==> src/rtl/core/bse_pkg.sv <==
`timescale 1ns / 1ps
`default_nettype none
// ----------------------------------------------------------------------------
// bse_pkg
// Shared types and constants for the binary search engine.
// ----------------------------------------------------------------------------
package bse_pkg;

    localparam int DEPTH   = 16;
    localparam int ADDR_W  = $clog2(DEPTH);
    localparam int CNT_W   = $clog2(DEPTH + 1);
    localparam int DATA_W  = 32;
    localparam int SLOT_W  = 4;
    localparam int POS_W   = 4;

    localparam logic MODE_LOAD   = 1'b0;
    localparam logic MODE_SEARCH = 1'b1;

    typedef struct packed {
        logic                     mode;
        logic [SLOT_W-1:0]        slot;
        logic signed [DATA_W-1:0] value;
    } in_item_t;

    typedef struct packed {
        logic             found;
        logic [POS_W-1:0] position;
    } out_item_t;

    typedef struct packed {
        logic load;
        logic start;
        logic step;
        logic finish;
    } cmd_t;

    typedef struct packed {
        logic done;
    } status_t;

endpackage

`default_nettype wire

==> src/rtl/core/bse_datapath.sv <==
`timescale 1ns / 1ps
`default_nettype none
// ----------------------------------------------------------------------------
// bse_datapath
// Entry table, search bounds, probe compare and result register.
// ----------------------------------------------------------------------------
module bse_datapath (
    input  wire logic                          aclk,
    input  wire logic                          aresetn,
    input  wire logic                          cfg_we,
    input  wire logic [bse_pkg::CNT_W-1:0]     cfg_wdata,
    input  wire bse_pkg::in_item_t             in_item,
    input  wire bse_pkg::cmd_t                 cmd,
    output bse_pkg::status_t                   status,
    output bse_pkg::out_item_t                 out_item
);

    logic signed [bse_pkg::DATA_W-1:0] table_mem [bse_pkg::DEPTH];

    logic [bse_pkg::CNT_W-1:0]         used_count_reg;
    logic [bse_pkg::CNT_W-1:0]         lo_reg, lo_next;
    logic [bse_pkg::CNT_W-1:0]         end_reg, end_next;
    logic signed [bse_pkg::DATA_W-1:0] key_reg;
    bse_pkg::out_item_t                result_reg;

    logic [bse_pkg::CNT_W-1:0]         count_sat;
    logic [bse_pkg::CNT_W:0]           mid_sum;
    logic [bse_pkg::ADDR_W-1:0]        mid;
    logic signed [bse_pkg::DATA_W-1:0] probe;
    logic                              active;
    logic                              match;
    logic                              less;

    // table writes
    always_ff @(posedge aclk) begin
        if (cmd.load) begin
            table_mem[in_item.slot[bse_pkg::ADDR_W-1:0]] <= in_item.value;
        end
    end

    always_ff @(posedge aclk) begin
        if (!aresetn) begin
            used_count_reg <= '0;
        end else if (cfg_we) begin
            used_count_reg <= cfg_wdata;
        end
    end

    assign count_sat = (used_count_reg > bse_pkg::CNT_W'(bse_pkg::DEPTH))
                     ? bse_pkg::CNT_W'(bse_pkg::DEPTH) : used_count_reg;

    // floor midpoint of the inclusive bounds lo .. end-1
    assign mid_sum = {1'b0, lo_reg} + {1'b0, end_reg} - (bse_pkg::CNT_W+1)'(1);
    assign mid     = mid_sum[bse_pkg::ADDR_W:1];
    assign probe   = table_mem[mid];
    assign active  = lo_reg < end_reg;
    assign match   = active && (probe == key_reg);
    assign less    = probe < key_reg;

    assign status.done = !active || match;

    always_comb begin
        lo_next  = lo_reg;
        end_next = end_reg;
        if (cmd.start) begin
            lo_next  = '0;
            end_next = count_sat;
        end else if (cmd.step) begin
            if (less) begin
                lo_next = bse_pkg::CNT_W'(mid) + bse_pkg::CNT_W'(1);
            end else begin
                end_next = bse_pkg::CNT_W'(mid);
            end
        end
    end

    always_ff @(posedge aclk) begin
        lo_reg  <= lo_next;
        end_reg <= end_next;
        if (cmd.start) begin
            key_reg <= in_item.value;
        end
        if (cmd.finish) begin
            result_reg.found    <= match;
            result_reg.position <= match ? bse_pkg::POS_W'(mid) : '0;
        end
    end

    assign out_item = result_reg;

endmodule

`default_nettype wire

==> src/rtl/core/bse_ctrl.sv <==
`timescale 1ns / 1ps
`default_nettype none
// ----------------------------------------------------------------------------
// bse_ctrl
// Request handshake and search sequencing.
// ----------------------------------------------------------------------------
module bse_ctrl (
    input  wire logic              aclk,
    input  wire logic              aresetn,
    input  wire logic              s_valid,
    output logic                   s_ready,
    input  wire logic              s_mode,
    output logic                   m_valid,
    input  wire logic              m_ready,
    input  wire bse_pkg::status_t  status,
    output bse_pkg::cmd_t          cmd
);

    localparam logic ST_IDLE   = 1'b0;
    localparam logic ST_SEARCH = 1'b1;

    logic state_reg, state_next;
    logic m_valid_reg, m_valid_next;
    logic accept;
    logic out_free;

    assign s_ready  = (state_reg == ST_IDLE);
    assign accept   = s_valid && s_ready;
    assign out_free = !m_valid_reg || m_ready;

    always_comb begin
        state_next   = state_reg;
        m_valid_next = m_valid_reg && !m_ready;
        cmd          = '0;
        case (state_reg)
            ST_IDLE: begin
                if (accept) begin
                    if (s_mode == bse_pkg::MODE_SEARCH) begin
                        cmd.start  = 1'b1;
                        state_next = ST_SEARCH;
                    end else begin
                        cmd.load = 1'b1;
                    end
                end
            end
            ST_SEARCH: begin
                if (status.done) begin
                    if (out_free) begin
                        cmd.finish   = 1'b1;
                        m_valid_next = 1'b1;
                        state_next   = ST_IDLE;
                    end
                end else begin
                    cmd.step = 1'b1;
                end
            end
            default: begin
                state_next = ST_IDLE;
            end
        endcase
    end

    always_ff @(posedge aclk) begin
        if (!aresetn) begin
            state_reg   <= ST_IDLE;
            m_valid_reg <= 1'b0;
        end else begin
            state_reg   <= state_next;
            m_valid_reg <= m_valid_next;
        end
    end

    assign m_valid = m_valid_reg;

endmodule

`default_nettype wire

==> src/rtl/core/binary_search_engine.sv <==
`timescale 1ns / 1ps
`default_nettype none
// ----------------------------------------------------------------------------
// binary_search_engine
// Sixteen-entry signed table with load and binary search requests.
// ----------------------------------------------------------------------------
// A load request writes one table entry and gives no result. A search request
// probes one table entry per cycle through a single read port of the table,
// up to five probes over sixteen entries, and holds s_ready low until the
// result is registered: on a match, or once the last probe narrows the bounds
// to empty. A search finishes only once the previous result has been taken.
// used_count may only be written while the engine is idle.
module binary_search_engine (
    input  wire logic                       aclk,
    input  wire logic                       aresetn,
    input  wire logic                       cfg_we,
    input  wire logic [bse_pkg::CNT_W-1:0]  cfg_wdata,
    input  wire logic                       s_valid,
    output logic                            s_ready,
    input  wire bse_pkg::in_item_t          s_data,
    output logic                            m_valid,
    input  wire logic                       m_ready,
    output bse_pkg::out_item_t              m_data
);

    bse_pkg::cmd_t    cmd;
    bse_pkg::status_t status;

    bse_ctrl u_ctrl (
        .aclk    (aclk),
        .aresetn (aresetn),
        .s_valid (s_valid),
        .s_ready (s_ready),
        .s_mode  (s_data.mode),
        .m_valid (m_valid),
        .m_ready (m_ready),
        .status  (status),
        .cmd     (cmd)
    );

    bse_datapath u_datapath (
        .aclk      (aclk),
        .aresetn   (aresetn),
        .cfg_we    (cfg_we),
        .cfg_wdata (cfg_wdata),
        .in_item   (s_data),
        .cmd       (cmd),
        .status    (status),
        .out_item  (m_data)
    );

endmodule

`default_nettype wire

==> config.mk <==
export PLATFORM = sky130hd
export DESIGN_NAME = binary_search_engine
export DESIGN_NICKNAME = d
export VERILOG_FILES = /design/src/rtl/core/bse_pkg.sv /design/src/rtl/core/bse_datapath.sv /design/src/rtl/core/bse_ctrl.sv /design/src/rtl/core/binary_search_engine.sv
export SDC_FILE = /design/constraint.sdc
export NUM_CORES = 1
export LEC_CHECK = 0
export ABC_AREA = 1
export BUFFER_PORTS_ARGS = -buffer_cell sky130_fd_sc_hd__buf_2
export CORE_MARGIN = 10
export CORE_UTILIZATION = 55
export DETAILED_ROUTE_END_ITERATION = 6
export PLACE_DENSITY = 0.78
export SLEW_MARGIN = 0
export SYNTH_ARGS = -nofsm -noshare
export SYNTH_HDL_FRONTEND = slang
export SYNTH_SLANG_ARGS = --single-unit
==> constraint.sdc <==
create_clock -name aclk -period 6.49 [get_ports aclk]
set_input_delay 0.3245 -clock aclk [delete_from_list [all_inputs] [get_ports aclk]]
set_output_delay 0.3245 -clock aclk [all_outputs]
set_load 0.02 [all_outputs]
**Word level (Yosys, flattened, before mapping)**

Memory sizes are Yosys's and may differ from the RTL's.
Index checks and enable logic that the tools add are counted.

- Register bits after elaboration: 54
- Latch bits: 0
- Bits in writable memories: 512
- ROM bits: 0
- Input bits: 47
- Output and inout bits: 7
- Word-level logic and storage cells: 50
- Memories: 1

- Add/sub/neg operators: 3
- $mul: 0
- Divide/modulo/power cells: 0
- Magnitude comparators: 3
- Equality and inequality tests: 2
- Shifts and indexed selects: 0
- Multiplexer cells: 21
- Bitwise gates (word level): 1
- Reduce and logical (&&, ||, !) cells: 11

Memories:

| memory | words | bits a word | rd ports | clocked after memory_dff | wr ports | RTL line | text |
|---|---|---|---|---|---|---|---|
| u_datapath.table_mem | 16 | 32 | 1 | 0 | 1 | bse_datapath.sv:18 | `logic signed [bse_pkg::DATA_W-1:0] table_mem [bse_pkg::DEPTH];` |

Operators by type and width:

| cell | number |
|---|---|
| 32-bit == test | 1 |
| 32-bit < comparator | 1 |
| 5-bit 2-to-1 mux | 4 |
| 1-bit 2-to-1 mux | 13 |
| 2-bit 2-to-1 mux | 3 |
| 4-bit by 1-bit adder with 5-bit output (second input constant) | 1 |
| 5-bit adder | 1 |
| 5-bit greater-than comparator (second input constant) | 1 |
| 5-bit < comparator | 1 |
| 5-bit by 1-bit subtractor with 5-bit output (second input constant) | 1 |
| 2-bit AND reduction | 2 |
| 1-bit logical AND | 3 |
| 1-bit zero test | 3 |
| 1-bit logical OR | 2 |
| 2-bit inequality test (second input constant) | 1 |
| 1-bit one-hot mux with 2 select lines | 1 |
| 2-bit nonzero test | 1 |
| 1-bit inverter | 1 |

**Longest topological paths before layout**

An unclocked memory read counts as a cell.

- Depth after elaboration: 10
- Mapped depth: 31
- Depth with buffers taken out: 30

**Modules after synthesis**

Synthesis repeated with hierarchy kept, for this count alone.

- Cells, all modules: 1779
- Area total of the unflattened synthesis: 22964.5 µm²

Modules (own cells, without submodules):

| module | instances | cells an instance | area each (µm²) | sequential area each (µm²) |
|---|---|---|---|---|
| bse_datapath | 1 | 1760 | 22846.9 | 16836.1 |
| bse_ctrl | 1 | 19 | 117.6 | 40.0 |

**Worst setup path before layout**

OpenSTA, ideal clock, no wires.

- Path kind: reg-to-reg
- Start point: reg u_datapath.lo_reg[1] in the netlist's numbering
- End point: reg u_datapath.end_reg[0] in the netlist's numbering (enable)
- Setup time: 360 ps
- Arrival: 3513 ps
- Data required time: 6130 ps
- Setup slack: 2617 ps
- Cell stages (with the launch flop): 24
- Path buffers: 3
- Clock period less this slack: 3873 ps
- Cells stage by stage: dfxtp_1 inv_1 ha_1 inv_1 ha_1 ha_1 buf_2 inv_2 buf_2 clkbuf_1 a32o_1 nand2_1 nand3_1 nand2_1 ha_1 nand2_1 nor2_1 nand4_1 and2b_1 nand2_1 nand2_1 o21ai_0 inv_1 a31oi_1

- Longest elaborated chain between the ends: 10
- Elaborated cells between the ends (all ways): 14
- Classes of those cells: 2 x add/sub; 2 x order compare; 2 x eq/ne; 2 x mux; 5 x reduce/logical; 1 x memory

Ends and longest elaborated chain:

| item | RTL line | text |
|---|---|---|
| start: declaration | bse_datapath.sv:21 | `logic [bse_pkg::CNT_W-1:0] lo_reg, lo_next;` |
| start signal: assignment | bse_datapath.sv:78 | `lo_reg <= lo_next;` |
| 5-bit adder * | bse_datapath.sv:53 | `assign mid_sum = {1'b0, lo_reg} + {1'b0, end_reg} - (bse_pkg::CNT_W+1)'(1);` |
| 5-bit by 1-bit subtractor with 5-bit output * | bse_datapath.sv:53 |  |
| named net u_datapath.mid_sum, one bit | bse_datapath.sv:27 | `logic [bse_pkg::CNT_W:0] mid_sum;` |
| memory read 16 x 32 bit * | - |  |
| branches (longest 6 deep; another with 32-bit < comparator) | - |  |
| 2-bit AND reduction (no source line) * | - |  |
| end signal: assignment | bse_datapath.sv:79 | `end_reg <= end_next;` |
| end: declaration | bse_datapath.sv:22 | `logic [bse_pkg::CNT_W-1:0] end_reg, end_next;` |

Mark *: on every way through the listed nets, which the timed path passes.
A chain may end at the register's enable or synchronous reset.

**Final worst setup path**

- Start point: reg u_datapath.lo_reg[1] in the netlist's numbering
- End point: reg u_datapath.end_reg[1] in the netlist's numbering (enable)

Same word-level chain as after synthesis.

==> metrics <==
status=finished clean; die height=226 um; Filler cells=between 3k and 4k; Initial Utilization=0.555; vias after detailed routing=14.8k; RR Startpoint=u_datapath.lo_reg[1]; Yosys top cell by area=edfxtp_1; CP Launch Type=flop; # Max-Cap Violations=0; Port Buf Inserts=53; Final HPWL DP=28500 um; GRT met1 Usage=0.269; initial antenna violation count=2; TritonCTS clock tree=built; H-tree Lvls=2; R2R Setup Slk=1.21 ns; Root Buffer=clkbuf_16; GRT Resource Usage Total=0.211; Post-Route WL=54100 um; setup TNS=0 ns; area share of the largest cell type after synthesis=0.715; Core ar.=41900 um^2; grt peak-use layer=met2; Layout area overhead=11.2%; worst-skew pair later-pin latency=0.60 ns; endpoints failing hold=0; Die ar.=between 50000 and 60000 um^2; fin crit share=0.813; crit path from=u_datapath.lo_reg[1]; # nets final=1968; crit path DAT=5.51 ns; Crit. End Element=flop; Die Wd=226 um; cell count after synthesis=roughly 1.8k; final setup vio count=0; sequential area share after synthesis=0.725; clock slew at reported path FFs=0.06 ns; Post-Syn Nets=1920; Tmin final=5.28 ns; CP required=6.72 ns; total number of yosys warnings=0; share of layout cells above drive strength 1=0.0972; asr flop ratio synth=0; Num CTS Buffers=55; largest net degree at the start of global routing=between 200 and 250; max FFs per register=between 500 and 600; RSZ-0062 raised after global routing=false; number of diodes=0; slew margin rel.=0.278; Hold Path Origin=aresetn; mapped cell area=23300 um^2; skew final=0.0109 ns; Hold Path Class=input pin to flop; top cells by area, synth=edfxtp_1 71%, nand2_1 9.2%, a32o_1 5.2%; predominant post-synthesis flop cell=edfxtp_1; Setup CP Type=flop to flop; Core Rows=75; Peak Freq=between 150 and 200 MHz; number of flops mapped to enable cells by yosys=~550; met2 Track Usage GR=0.364; CTS-repair resized insts=0; mean routed wirelength per cell=22.0 um; GRT overflow=0; max-slew violation count=0; iteration-0 DRC count of the detailed router=1844; worst slew pin tran=1.08 ns; grt met3 use=0.0315; Final Wtd Congestion=0.825; Via density=between 6 and 7; global-route wire length before repair=~83000 um; # clock sinks=566; post-synthesis register bit count=566; CP max FO=102; Ports=54; Synth cell types=36; Clock Tree Buf Depth=3; vias in the first global route=around 15k; # DRC=0; DR pass1 iterations=7; Avg Inst Size Synth=12.7 um^2; Antenna Nets Post-Route=0
-- path summary, 6_finish.rpt --
path                                                      to  cells after the start
worst max register to register         u_datapath.end_reg[1]                     23
worst max-delay path                   u_datapath.end_reg[1]                     23
worst min register to register          u_datapath.lo_reg[3]                      2
worst min-delay path            u_datapath.used_count_reg[2]                      3
-- per-stage QoR --
| step | hold slack [ns] | worst slack (ns) | utilization | area, um^2 | instances |
|---|---|---|---|---|---|
| 2_1_floorplan | 0.423 | 2.62 | - | 23300 | 1829 |
| 4_1_cts | 0.00661 | 1.27 | 0.617 | 25900 | 2453 |
| 6_report | 0.0188 | 1.21 | 0.617 | 25900 | 2453 |
| 3_5_place_dp | 0.480 | 1.30 | 0.576 | 24200 | 2352 |
| 3_3_place_gp | 0.471 | 1.45 | 0.576 | 24200 | 2352 |
| 5_1_grt | 0.0548 | 0.933 | 0.617 | 25900 | 2453 |
-- timing repair --
item,4_1_cts,5_1_grt
endpoints found under the setup margin,0,0
hold buffers,7,0
buffers inserted,0,0
hold endpoints to repair,4,0
-- area by class of cell --
cell class	instances	area (um^2)	area share
Timing Repair Buffer	96	631	0.0244
Sequential cell	566	16900	0.652
Clock inverter	20	140	0.00541
Tap cell	539	674	0.0260
Clock buffer	74	1510	0.0583
Multi-Input combinational cell	1086	5790	0.223
Inverter	72	280	0.0108
-- cell families (layout without fill, tap and decap cells) --
logic type,after synthesis,in the layout,share of synthesized area
and+or+nand+nor,732,732,0.124
adders and majority gates,44,44,0.0236
xor gates and xnor gates,5,5,0.00188
buffers and inverters,177,262,0.0326
DFF,566,566,0.725
AOI/OAI and AO/OA,305,305,0.0930
-- worst max-delay path, stage by stage, from the launching register on --
cell and delay (ns):
dfxtp_1 0.33, inv_1 0.07, ha_1 0.31, inv_1 0.09
ha_1 0.19, ha_1 0.49, inv_6 0.64, buf_4 0.42
a21oi_1 0.08, a32o_1 0.28, nand2_1 0.09, nand3_1 0.10
nand2_1 0.12, ha_1 0.25, nand2_1 0.12, inv_1 0.07
nand3_1 0.07, nor3_1 0.05, nor2b_1 0.15, nand2_1 0.09
nand2_1 0.10, o21ai_0 0.17, inv_1 0.08, a31oi_1 0.48
-- cells in the mapped netlist, drive strengths merged (2+ instances only) --
cell / count
xnor2: 3
nor3: 2
nand3: 75
or2: 2
a31oi: 4
xor2: 2
o221ai: 3
o21a: 2
o21ai: 31
nand2: 571
o22ai: 4
nand4: 4
inv: 71
edfxtp: 554
a32o: 120
dfxtp: 12
nor2: 76
clkbuf: 42
buf: 63
a21oi: 139
ha: 44
-- cell usage in the layout, fill, tap and decap left out, types with 2 or more instances in the layout --
| cell type | instances |
|---|---|
| o21a_1 | 2 |
| o22ai_1 | 4 |
| bufinv_16 | 2 |
| ha_1 | 43 |
| o221ai_1 | 2 |
| nand3_1 | 74 |
| dlygate4sd3_1 | 7 |
| o21ai_0 | 30 |
| nand2_1 | 570 |
| buf_4 | 34 |
| inv_2 | 3 |
| inv_6 | 2 |
| clkbuf_1 | 15 |
| nand4_1 | 4 |
| inv_1 | 67 |
| xor2_1 | 2 |
| clkbuf_16 | 57 |
| nor2_4 | 16 |
| nor2_1 | 60 |
| clkbuf_8 | 2 |
| a21oi_1 | 139 |
| a32o_1 | 120 |
| buf_12 | 2 |
| a31oi_1 | 4 |
| edfxtp_1 | 554 |
| clkinv_2 | 6 |
| clkinv_1 | 11 |
| xnor2_1 | 2 |
| dfxtp_1 | 12 |
| buf_2 | 53 |
-- routing by layer --
metal	routed length (um)	vias to the layer above
met3	4230	100
met2	27300	671
met4	1300	2
li1	-	6732
met1	21200	7271
met5	9	-
Power is left out: the tool's default activity adds up to more than one toggle a clock period on the data nets, which glitch-free logic cannot reach.
